===== src/rtl/pse_ram.sv =====
`timescale 1ns / 1ps

module pse_ram #(
    parameter int Width = 8,
    parameter int Depth = 256
) (
    input  logic                     clk,
    input  logic                     we,
    input  logic [$clog2(Depth)-1:0] waddr,
    input  logic [Width-1:0]         wdata,
    input  logic [$clog2(Depth)-1:0] raddr,
    output logic [Width-1:0]         rdata
);

    logic [Width-1:0] mem_reg [Depth];
    logic [Width-1:0] rdata_reg;

    always_ff @(posedge clk)
    begin
        if (we)
        begin
            mem_reg[waddr] <= wdata;
        end
        rdata_reg <= mem_reg[raddr];
    end

    assign rdata = rdata_reg;

endmodule


===== config.mk =====
export PLATFORM = sky130hd
export DESIGN_NAME = pse_ram
export DESIGN_NICKNAME = d
export VERILOG_FILES = /design/src/rtl/pse_ram.sv
export SDC_FILE = /design/constraint.sdc
export NUM_CORES = 2
export LEC_CHECK = 0
export BUFFER_PORTS_ARGS = -buffer_cell sky130_fd_sc_hd__buf_2
export CAP_MARGIN = 20
export CORE_MARGIN = 2
export CORE_UTILIZATION = 62
export CTS_BUF_LIST = sky130_fd_sc_hd__clkbuf_8
export CTS_CLUSTER_SIZE = 30
export DETAILED_ROUTE_END_ITERATION = 16
export GPL_TIMING_DRIVEN = 0
export PLACE_DENSITY = 0.77
export SLEW_MARGIN = 30
export SYNTH_ARGS = -nofsm -noshare
export SYNTH_HDL_FRONTEND = slang
export SYNTH_SLANG_ARGS = --single-unit

===== constraint.sdc =====
create_clock -name clk -period 5 [get_ports clk]
set_input_delay 0 -clock clk [delete_from_list [all_inputs] [get_ports clk]]
set_output_delay 0 -clock clk [all_outputs]
set_load 0.005 [all_outputs]

* Word level (Yosys, flattened, before mapping)
Memory sizes are Yosys's and may differ from the RTL's. A register that Yosys moved wholly into a read port is not among the register bits. Index checks and enable logic that the tools add are counted.
Storage, ports and cells: memories kept 1, bits in writable memories 2048, bits in registers 0
Operators by class: mux-type cells 2
Memories:
- mem_reg | words 256, width 8, rd ports 1, clocked after memory_dff 1, wr ports 1, line 15 | logic [Width-1:0] mem_reg [Depth];
Operator list (number):
- 1-bit two-way mux | 2

* Depth between registers and ports, before layout
depth in word-level cells 2, mapped depth 11

* Worst setup path before layout
Ideal clock, no wire load.
kind input -> register, start input raddr[0], end register rdata_reg[2], in the netlist rdata[2] (read register of mem_reg), path buffers 4, stages 9, path slack 3062 ps, data arrival time 1807 ps, cells stage by stage buf_6 -> buf_12 -> buf_8 -> buf_2 -> mux4_2 -> a22oi_1 -> a21oi_1 -> nor4_1 -> nor4_2
RTL lines:
- start: declaration | line 11 | input logic [$clog2(Depth)-1:0] raddr,
- end: declaration | line 16 | logic [Width-1:0] rdata_reg;

* Worst setup path in the final report
start input waddr[2], end memory mem_reg[39][3] (enable)
RTL lines:
- start: declaration | line 9 | input logic [$clog2(Depth)-1:0] waddr,
- end: declaration | line 15
No word-level cell before the write port.

==> out/metrics.yaml <==
outcome:
  status: "complete, no violations"
clock_network:
  cts_tree: "built"
  clkSlewWorstSetupHoldPaths_ns: 0.07
  cts-root-buf: "clkbuf_8"
  h-tree-depth: 5
  post-cts-setup-buffer-count: 0
  cts.sinks: 2056
  numCtsBuffers: 330
  clkLatencyLatePin_ns: 1.02
  cts_buffer_depth: 4
sta:
  hold_viol: 0
  tightest_slew_ns: 1.18
  fin_tns_setup_ns: 0
  fmax_mhz: 291
  maxSlewViolCount: 0
  rsz0062_at_grt: "no"
  timing.final.crit_share_pct: 68.7
  whs_ns: 0.0153
  setup_viol: 0
  relSlewSlack_pct: 21.3
  finalCriticalPeriod_ns: 3.43
  skew_ns: 0.0600
job:
  maxCapViolCount: 0
detailed_routing:
  drtPass1Iterations: 7
  drt_iter0_markers: 8535
  ant_nets: 0
  vias: 43572
  routed_via_density: 7.21
  wl_per_cell_um: 38.2
  routed_wirelength_um: 231000
  drc: 0
floorplanning:
  start_util_pct: 62.4
  io_pins: 34
  row_count: 131
  core_sq_um: 128000
  die_x_um: 362
  fp.dieArea_sq_um: 131000
  die-height_um: 362
worst_hold_path:
  hold_depth: 2
  hp-start: "wdata[3]"
  holdPathEnd: "mem_reg[229][3]$_DFFE_PP_"
  min_path_type: "primary input to flip-flop"
worst_setup_path:
  worstPathCellList: "dlygate4sd3_1 -> clkbuf_1 -> nor2b_1 -> clkbuf_1 -> nand4_1 -> clkbuf_2 -> nor2_1"
  timing.rr.end: "rdata[2]$_DFF_P_"
  worst_setup_path_end_kind: "flip-flop"
  cp_data_arrival_time_ns: 4.03
  worstRegToRegCells: 6
  max_stage_delay_ns: 0.98
  slowest_stage: "nor2_1"
  required_ns: 5.60
  worstSetupStartpointType: "primary input"
  worstReg2RegStart: "mem_reg[128][2]$_DFFE_PP_"
  critPathMostFrequentCell: "clkbuf_1"
  worstSetupPathType: "primary input to flip-flop"
  r2r_setup_slack_ns: 1.87
  path_max_fanout: 11
power:
  leakage_nw: 28.0
  peakVddDrop_mv: 0.326
  power_density_nw_per_um2: 383
yosys:
  yosys_warnings: 0
  synth_area_per_cell_sq_um: 21.3
  synth_top_area_share_pct: 77.3
  synth.area.top_cells: "edfxtp_1 77%, mux4_2 13%, mux2i_1 1.7%, nor2_1 1.3%, a22oi_1 1.3%"
  yosysTopAreaCell: "edfxtp_1"
  ys_types: 55
  synthCells: 3733
  seq_area_frac_synth_pct: 77.5
  syn_nets: 3759
  synthFlopType: "edfxtp_1"
  synth_edf_count: 2048
  synth_most_common_cell: "edfxtp_1"
  netlist_top_cells_count: "2048 x edfxtp_1, 454 x mux4_2, 282 x nor2_1"
  ys_ff_latch: 2056
  netlist_area_sq_um: 79600
  async_flop_share_pct: 0
global_route:
  grt-ovfl-total: 0
  grt_max_degree: 121
  grt_pass1_wl_um: 317000
  grt_antenna_before_repair: 19
  grt_pass1_vias: 41995
  track_usage_pct: 35.6
place:
  placed_cells: 5454
  place_area_sq_um: 82800
  io_buffers: 26
  hpwl_um: 154000
  gp_congestion: 1.07
final_layout:
  stdcell_area_sq_um: 88700
  finish.utilization_pct: 69.6
  largest_reg_flops: 2048
  final_cells: 6043
  seqCellArea_sq_um: 61700
  num-fill-cells: 7501
  drive_above_1_share_pct: 24.7
  area_growth_pct: 11.6
  multi_input_area_sq_um: 16600
  nets: 4173
-- placed cells by master (no fill, tap or decap), types with 8 or more instances in the layout --
cell type and count:
a211oi_1 14, a21oi_1 96, a221oi_1 11, a22o_1 8
a22oi_1 133, buf_1 11, buf_12 10, buf_16 26
buf_2 62, buf_4 30, buf_6 21, buf_8 22
clkbuf_1 78, clkbuf_2 33, clkbuf_8 340, clkinv_1 74
clkinv_2 19, dfxtp_1 8, diode_2 16, dlygate4sd3_1 22
edfxtp_1 2048, inv_1 108, mux2i_1 134, mux4_2 454
nand2_1 33, nand2b_1 8, nand3_1 34, nand4_1 10
nor2_1 260, nor2_2 22, nor2b_1 31, nor3_1 22
nor4_1 15, nor4_2 12, o211ai_1 10, o21ai_0 10
o221ai_1 46, o22ai_1 28
-- worst max path at each step --
stage | from | end | slack, ns | cells past startpoint
after floorplan | raddr[0] | rdata[2]$_DFF_P_ | 3.06 | 9
after global placement | raddr[1] | rdata[4]$_DFF_P_ | 0.16 | 9
after detailed placement | raddr[2] | rdata[1]$_DFF_P_ | 0.79 | 9
after CTS | raddr[2] | rdata[1]$_DFF_P_ | 1.79 | 9
after global routing | raddr[2] | rdata[5]$_DFF_P_ | 1.66 | 9
final | waddr[2] | mem_reg[39][3]$_DFFE_PP_ | 1.57 | 7
-- where the power goes --
group          switching (mW)  leakage, nW  total [mW]  internal (mW)
sequential             0.0121         18.5        19.0           19.0
combinational            1.44         6.23        2.08          0.649
clock                    6.36         3.27        12.9           6.50
total                    7.80         28.0        34.0           26.2
-- cell type report --
cell class	count	area share [%]
sequential	2056	69.5
multi-input combinational	1442	18.7
clock buffer	340	5.27
tap	1662	2.34
buffer	233	1.69
timing repair buffer	82	1.39
clock inverter	210	1.09
antenna	16	0.0451
inverter	2	0.00846
-- kinds of logic (layout without fill, tap and decap cells) --
family / count (synthesis) / after routing / synth area share [%]
buf+inv: 235 / 867 / 1.83
compound gates: 385 / 385 / 3.42
other cells: 0 / 16 / 0
mux: 591 / 591 / 14.6
flops: 2056 / 2056 / 77.5
simple gates: 466 / 466 / 2.63
-- repair_timing --
item	4_1_cts	5_1_grt
hold endpoints to repair	2317	0
hold buffers	23	0
resized for setup	0	0
-- per-stage QoR --
stage	setup slack [ns]	power, mW
4_1_cts	1.79	33.8
3_3_place_gp	0.156	21.3
5_1_grt	1.66	34.6
3_5_place_dp	0.786	21.3
2_1_floorplan	3.06	20.3
6_report	1.57	34.0
-- worst max-delay path: cells and delay by family --
kind | cells | cell delay (ns)
buffers and inverters | 4 | 2.30
AND/OR/NAND/NOR | 3 | 1.70
-- layer usage --
| layer | global-route usage [%] | wire [um] |
|---|---|---|
| met4 | 20.6 | 16000 |
| met1 | 46.5 | 75400 |
| met3 | 14.7 | 37800 |
| met5 | 0.0370 | 80 |
| met2 | 50.9 | 102000 |
Note: power is estimated with default switching activity, not from simulation.
