File: config.mk
export PLATFORM = sky130hd
export DESIGN_NAME = pse_divmod
export DESIGN_NICKNAME = d
export VERILOG_FILES = /design/src/rtl/pse_pkg.sv /design/src/rtl/pse_divmod.sv
export SDC_FILE = /design/constraint.sdc
export NUM_CORES = 1
export LEC_CHECK = 0
export BUFFER_PORTS_ARGS = -buffer_cell sky130_fd_sc_hd__buf_2
export CORE_ASPECT_RATIO = 0.8
export CORE_UTILIZATION = 30
export DETAILED_ROUTE_END_ITERATION = 7
export GPL_TIMING_DRIVEN = 1
export PLACE_DENSITY = 0.48
export SYNTH_ARGS = -nofsm -noshare
export SYNTH_HDL_FRONTEND = slang
export SYNTH_SLANG_ARGS = --single-unit
File: constraint.sdc
create_clock -name clk -period 6.9 [get_ports clk]
set_clock_uncertainty 0.05 [all_clocks]
set_input_delay 0.345 -clock clk [delete_from_list [all_inputs] [get_ports clk]]
set_output_delay 0.345 -clock clk [all_outputs]
set_load 0.01 [all_outputs]
File: src/rtl/pse_pkg.sv
`timescale 1ns / 1ps

package pse_pkg;

    localparam int MAX_GRID_SIDE = 16;
    localparam int MAX_NODES     = 256;
    localparam int MAX_DEGREE    = 8;

    localparam int CELL_W  = 8;
    localparam int NODE_W  = 8;
    localparam int SLOT_W  = 3;
    localparam int LIMIT_W = 9;
    localparam int COST_W  = 9;
    localparam int SIDE_W  = 5;
    localparam int ENTRY_W = NODE_W + 1;

    // Fixed-point scale of the cell-index reciprocal.
    localparam int RECIP_K = 16;

    localparam logic [SIDE_W-1:0] GRID_SIDE_RESET = 5'd16;
    localparam logic [COST_W-1:0] COST_MAX        = '1;

    localparam logic [1:0] CMD_NBR   = 2'd0;
    localparam logic [1:0] CMD_PLACE = 2'd1;
    localparam logic [1:0] CMD_SWAP  = 2'd2;

    localparam logic [1:0] STATUS_LOAD = 2'd0;
    localparam logic [1:0] STATUS_EVAL = 2'd1;
    localparam logic [1:0] STATUS_SKIP = 2'd2;

    typedef struct packed {
        logic [1:0]         cmd;
        logic [NODE_W-1:0]  node_id;
        logic [SLOT_W-1:0]  slot;
        logic [NODE_W-1:0]  neighbor_id;
        logic               slot_used;
        logic [CELL_W-1:0]  cell_a;
        logic [CELL_W-1:0]  cell_b;
        logic [LIMIT_W-1:0] accept_limit;
    } item_t;

    typedef struct packed {
        logic [1:0]        status;
        logic              accepted;
        logic [COST_W-1:0] cost_before;
        logic [COST_W-1:0] cost_after;
    } result_t;

    function automatic logic [CELL_W-1:0] absdiff(input logic [CELL_W-1:0] a,
                                                  input logic [CELL_W-1:0] b);
        absdiff = (a > b) ? (a - b) : (b - a);
    endfunction

endpackage

File: src/rtl/pse_divmod.sv
`timescale 1ns / 1ps

// Splits a cell index into row and column with a reciprocal multiply.
// The rounded-up reciprocal gives the exact quotient for every index
// below 256 and every side up to 64, so no correction step is needed.
module pse_divmod #(
    parameter int SideW = 5
) (
    input  logic                        clk,
    input  logic [pse_pkg::CELL_W-1:0]  cell_idx,
    input  logic [SideW-1:0]            side,
    input  logic [pse_pkg::RECIP_K:0]   recip,
    output logic [pse_pkg::CELL_W-1:0]  row,
    output logic [pse_pkg::CELL_W-1:0]  col
);

    localparam int ProdW = pse_pkg::CELL_W + pse_pkg::RECIP_K + 1;

    logic [ProdW-1:0]           prod_reg;
    logic [pse_pkg::CELL_W-1:0] cell_reg;
    logic [pse_pkg::CELL_W-1:0] quot;
    logic [pse_pkg::CELL_W-1:0] row_reg;
    logic [pse_pkg::CELL_W-1:0] col_reg;
    logic [pse_pkg::CELL_W+SideW-1:0] back;

    assign quot = prod_reg[pse_pkg::RECIP_K +: pse_pkg::CELL_W];
    assign back = quot * side;

    always_ff @(posedge clk)
    begin
        prod_reg <= ProdW'(cell_idx) * ProdW'(recip);
        cell_reg <= cell_idx;
        row_reg  <= quot;
        col_reg  <= cell_reg - back[pse_pkg::CELL_W-1:0];
    end

    assign row = row_reg;
    assign col = col_reg;

endmodule

# Word-level counts from Yosys, hierarchy flattened
# Cells that the tools add are included.
dict set report op_classes {
  addsub 1
  n_mul 2
}
# operator count
set op_table {}
lappend op_table {{8-bit by 17-bit multiplier with 24-bit output} 1}
lappend op_table {{8-bit by 5-bit multiplier with 8-bit output} 1}
lappend op_table {{8-bit subtractor} 1}
dict set report word_totals {
  ff_bits 48
  output_inout_bits 16
  elab_cells 7
}

# Longest topological paths before layout
# Gate-level depths: netlist (run 1).
dict set report logic_depth {
  ltp_word 2
  depth_mapped 18
}

# Worst setup path after synthesis (run 1)
# No wires, ideal clock.
dict set report synth_timing {
  path_kind {input-to-reg}
  from {input cell_idx[2] (netlist name)}
  to {register prod_reg[17]}
  setup_ns 0.106
  arrival_time_ns 4.317
  required_time_ns 6.744
  path_slack_ns 2.427
  path_stages 17
  path_buffers 1
  cell_sequence {clkbuf_1 > nand2_1 > fa_1 > fa_1 > inv_1 > fa_1 > inv_1 > fa_1 > inv_1 > ha_1 > a21oi_1 > a21oi_1 > a21oi_1 > a21oi_1 > o311ai_2 > or4b_1 > o311ai_0}
}
dict set report synth_between {
  elab_chain_cells 1
}
# item line_no
set synth_lines {}
lappend synth_lines {{from (decl)} pse_divmod.sv:10} ;# input logic [pse_pkg::CELL_W-1:0] cell_idx,
lappend synth_lines {{8-bit by 17-bit multiplier with 24-bit output} pse_divmod.sv:31} ;# prod_reg <= ProdW'(cell_idx) * ProdW'(recip);
lappend synth_lines {{to (signal assigned)} pse_divmod.sv:31}
lappend synth_lines {{to (decl)} pse_divmod.sv:19} ;# logic [ProdW-1:0] prod_reg;
# No other way between the ends.

# Worst setup path after layout (run 1)
# Ends and elaborated chain as after synthesis.

==> results of run 1 <==
## final cells by class
type	count	share of cell area (%)
flip-flops and latches	32	10.5
clock buffers	6	2.12
repair buffers	46	3.78
clock inverters	2	0.575
well taps	225	4.62
inverters	121	7.46
multi-input cells	414	70.9
## metal layers
| layer | wire length, um | track usage [%] |
|---|---|---|
| met5 | 0 | 0 |
| met1 | 6440 | 20.9 |
| met4 | 42 | 1.58 |
| met3 | 358 | 2.12 |
| met2 | 5390 | 24.4 |
## power groups by stage
| stage | registers, mW | clock network, mW | logic (mW) |
|---|---|---|---|
| 2_1_floorplan | 0.353 | 0 | 1.47 |
| 3_3_place_gp | 0.342 | 0 | 1.88 |
| 3_5_place_dp | 0.343 | 0 | 1.92 |
| 4_1_cts | 0.339 | 0.253 | 1.93 |
| 5_1_grt | 0.350 | 0.263 | 2.22 |
| 6_report | 0.336 | 0.246 | 1.90 |
## per-stage QoR
step                total power [mW]  setup WS, ns  hold slack (ns)  area, um2  instances
detailed placement              2.27          1.83            0.322       5920        838
CTS                             2.53          2.11            0.331       6090        846
finish                          2.48          2.14            0.318       6090        846
global placement                2.22          2.04            0.322       5920        838
global route                    2.83          1.95            0.332       6090        846
floorplan                       1.82          2.43            0.281       5440        575
## cell usage in the layout, fill, tap and decap left out, types with 2 or more instances in the layout
master	instances
and2_1	113
o21bai_1	3
xnor2_1	21
nand2_1	52
or4b_1	2
nand3_1	5
o21ai_0	4
and2_2	5
a21o_1	3
inv_1	121
ha_1	52
fa_1	103
xor2_1	8
buf_2	46
nor2_1	7
dfxtp_1	32
clkbuf_16	5
o21ai_2	2
a21oi_1	15
nand4_1	2
a2111oi_2	2
## worst reg2reg max path, delay by kind of cell, from the launching register on
kind	cells	cell delay (ns)
fa+ha+maj	4	1.80
compound gates	2	0.56
flops	1	0.41
simple gates	2	0.21
xor+xnor	1	0.15
## logic make-up (layout without fill, tap and decap cells)
group	after synthesis	after routing	share of synthesized area (%)
AND/OR/NAND/NOR	193	193	19.9
adder cells (fa/ha/maj)	155	155	49.8
buffers and inverters	129	175	8.90
AO/OA/AOI/OAI	37	37	4.94
flip-flops	32	32	11.8
XOR/XNOR	29	29	4.67
## worst max path at each step
stage                     slack [ns]      endpoint  cells past startpoint         from
final                           2.14  prod_reg[17]                     17  cell_idx[2]
after global routing            1.95  prod_reg[17]                     17  cell_idx[2]
after CTS                       2.11  prod_reg[17]                     17  cell_idx[2]
after detailed placement        1.83  prod_reg[17]                     17  cell_idx[2]
after global placement          2.04  prod_reg[17]                     17  cell_idx[2]
after floorplan                 2.43  prod_reg[17]                     17  cell_idx[2]
==> reports/summary.txt, run 1 <==
Power Density: 407 nW/um2
Final Util: 34.7%
most common library cells after synthesis: inv_1, and2_1, fa_1, ha_1, nand2_1
row cnt: 43
reg2reg end: col[7]
CP bufs+invs: 4
Worst path top cell family by delay: adder cells
postcts setup bufs: 0
CTS Sinks: 32
CP endpoint kind: register
Syn-to-layout area delta: 11.9%
count of flip-flops with a built-in enable after synthesis: 0
share of cells above drive strength 1: 11.0%
placed wire-length estimate: 10100 um
clock-pin slew on the worst setup and hold paths: 0.05 ns
cell accounting for the most synthesized area: fa_1
status: finished clean
Area contributors post-synth: fa_1, and2_1, ha_1
Nets: 806
# IOs: 47
WHS Endpoint: row[7]
CTS tree: yes
later-pin clock latency in the skew report: 0.27 ns
FILL cells: 1822
post-synth design cell area: 5440 um2
RSZ-0062 raised after global routing: false
vias per cell: 4.45
antenna violations before repair: 0
Synth top area share: 37.9%
Worst Setup Path Type: in2reg
worst min-delay path startpoint: prod_reg[23]
Min-Delay Path Depth: 0
register area share after synthesis: 11.8%
first drt pass iteration count: 6
global route overflow: 0
initial cell density of the core: 31.0%
Req. time, crit path: 7.00 ns
Synth Net Count: 761
Switching Fraction: 46.4%
total internal power: 1.33 mW
WL/cell: 14.5 um
Antenna Diode Count: 0
switching pwr: 1.15 mW
Clock Path Buffers: 2
initial DRC count: 159
CP max stage cell: fa_1
post-route setup TNS: 0 ns
crit-path max FO: 18
Critical Path Start Type: input port
IO buf count: 46
Fmax: 210 MHz
Post-DRT Antenna Nets: 0
Slew @ Worst Pin: 0.607 ns
static leakage: 3.04 nW
Seq cells post-synth: 32
Die Y: 122 um
slew margin rel.: 59.1%
die area: 18700 um2
final routed DRC violation total: 0
Final Hold Fails: 0
Via Count: 3761
fin. max-slew vios: 0
Seq pwr share: 13.6%
Yosys cell types: 35
Global Route Usage Sum: 14.7%
r2r worst-path depth: 9
Tcrit/Tclk final: 69.1%
clock network power share: 9.9%
Synth Flop Type: dfxtp_1
H-tree levels: 2
Mapped Cells: 575
first-pass GRT wire length: 21700 um
Synth async-reset ratio: 0%
worst flop-to-flop path startpoint: prod_reg[16]
Routed Wire Length: 12200 um
CTS root buf: clkbuf_16
largest net degree at the start of global routing: 19
worst hold path type: reg2reg
Avg Cell Area, Syn: 9.47 um2
Seq. cell area: 641 um2
multi-input gate area in the final layout: 4320 um2
number of global-route vias before repair: 4251
arrival time at the worst endpoint: 4.87 ns
CP Cell Sequence: buf_2, nand2_1, fa_1, fa_1, inv_1, fa_1, inv_1, fa_1, inv_1, ha_1, a21oi_1, a21oi_1, a21oi_1, a21oi_1, o311ai_2, or4b_1, o311ai_0
post-layout minimum cycle time: 4.76 ns
number of buffers created by CTS: 5
Hold Buf Count CTS: 0
R2R setup slack: 3.67 ns
core area: 17500 um2
RD Place Congestion: 0.801
post-CTS resize count: 0
Die W: 153 um
final setup violation count: 0
yosys warns: 0
cell with the most instances after synthesis: inv_1
max-cap viol count: 0
Peak VDD IR: 0.238 mV
Slowest Stage Delay on Critical Path: 0.55 ns
logic gate share of total power: 76.5%
Note: power is estimated with default switching activity, not from simulation.
==> run 2: changes to the inputs <==
- PLACE_DENSITY: 0.48 -> 0.49
- clock period: 6.9 -> 4.1 ns (I/O delays scaled with it)
==> run 2 against run 1 <==
Against the previous run:
- sequential power grew 70%
- worst hold slack lost 0.15 ns
- non-clock buffer count grew 47
- utilization grew 4.3 points
- clock power grew 68%
- design area grew 12%
- die area is the same
- critical path depth shrank 2
- clock-buffer cell count is the same
- first-iteration DRC count shrank 19%
- via count grew 4.6%
- largest power group unchanged
- highest routed layer unchanged
==> reports/summary.txt, run 2 (synthesis gave the netlist of run 1 again) <==
status: finished clean
Place WS: -0.487 ns
WL/cell: 13.6 um
max-cap viol count: 0
die area: 18700 um2
Via Count: 3933
Fmax: 250 MHz
r2r worst-path depth: 9
Syn-to-layout area delta: 25.6%
Tcrit/Tclk final: 97.6%
# IOs: 47
most frequent cells in the layout: inv_1, and2_1, fa_1
share of cells above drive strength 1: 24.7%
Hold Buf Count CTS: 0
static leakage: 3.33 nW
Critical Path Start Type: input port
RSZ-0062 raised after global routing: true
core area: 17500 um2
commonest non-fill, non-tap cell in the layout: inv_1
post-layout minimum cycle time: 4.00 ns
Final Hold Fails: 0
slew margin rel.: 78.6%
Power Density: 715 nW/um2
placed wire-length estimate: 10500 um
first-pass GRT wire length: 21000 um
CTS Sinks: 32
Slew @ Worst Pin: 0.321 ns
antenna violations before repair: 0
crit-path max FO: 10
Clock Path Buffers: 2
final routed DRC violation total: 0
final setup violation count: 0
vias per cell: 4.40
CP endpoint kind: register
H-tree levels: 2
worst hold path type: in2reg
Req. time, crit path: 4.21 ns
CTS root buf: clkbuf_16
largest net degree at the start of global routing: 13
CTS tree: yes
later-pin clock latency in the skew report: 0.27 ns
IO buf count: 46
Die W: 153 um
number of global-route vias before repair: 4378
number of buffers created by CTS: 5
arrival time at the worst endpoint: 4.11 ns
Nets: 853
FILL cells: 1760
Post-DRT Antenna Nets: 0
initial cell density of the core: 31.0%
fin. max-slew vios: 0
row cnt: 43
setup ws final: 0.0993 ns
Antenna Diode Count: 0
Global Route Usage Sum: 13.8%
global route overflow: 0
Min-Delay Path Depth: 2
Final Util: 39.0%
Routed Wire Length: 12200 um
Peak VDD IR: 0.363 mV
first drt pass iteration count: 6
RD Place Congestion: 0.810
Worst Setup Path Type: in2reg
initial DRC count: 128
Die Y: 122 um
clock-pin slew on the worst setup and hold paths: 0.05 ns
==> run 2: metrics by stage <==
step,TNS [ns],cell area [um2],instances,hold slack [ns],power (mW)
final,0,6830,893,0.165,4.89
after global routing,-0.0627,6830,893,0.168,5.50
after CTS,0,6520,894,0.224,4.49
after detailed placement,-2.68,6300,886,0.305,3.96
after global placement,-2.37,6300,886,0.312,3.91
after floorplan,0,5480,575,0.183,3.08
==> run 2: routing by layer <==
metal	track usage, %	share of wire (%)	vias to the layer above
met5	0	0	-
met4	2.46	0.92	0
met3	1.34	1.3	12
met2	24.1	47	32
met1	19.0	50	1972
li1	-	-	1917
==> run 2: critical path, stage by stage <==
cell and delay [ns]:
buf_6 0.12, buf_4 0.17, and2_4 0.14, fa_1 0.52, fa_1 0.53, fa_1 0.52, fa_1 0.60, ha_4 0.24
a21oi_2 0.15, o22ai_2 0.10, nor2_2 0.16, nand2_2 0.08, o32ai_4 0.31, o21bai_1 0.13, xor2_1 0.14
==> run 2: what timing repair did <==
| item | 4_1_cts | 5_1_grt |
|---|---|---|
| resized for setup | 12 | 83 |
| endpoints found under the setup margin | 6 | 8 |
| gates cloned | 0 | 0 |
| pin swaps | 2 | 47 |
| buffers inserted | 0 | 3 |
==> run 2: power breakdown <==
group	switching, mW	internal (mW)
clock network	0.128	0.285
registers	0.0802	0.490
logic	1.99	1.92
total	2.20	2.69
==> run 2: area by class of cell <==
type                       count  area [um2]  area share, %
clock buffer                   6         129           1.89
clock inverter                 2        35.0          0.513
inverter                     121         454           6.65
multi-input combinational    414        4620           67.6
sequential                    32         641           9.37
tap                          225         282           4.12
timing repair buffer          93         676           9.89
==> run 2: worst paths after layout <==
kind         slack [ns]           end          from
min                0.16   cell_reg[2]   cell_idx[2]
max reg2reg        0.90        col[7]  prod_reg[16]
max                 0.1  prod_reg[21]   cell_idx[7]
min reg2reg        0.31        row[7]  prod_reg[23]
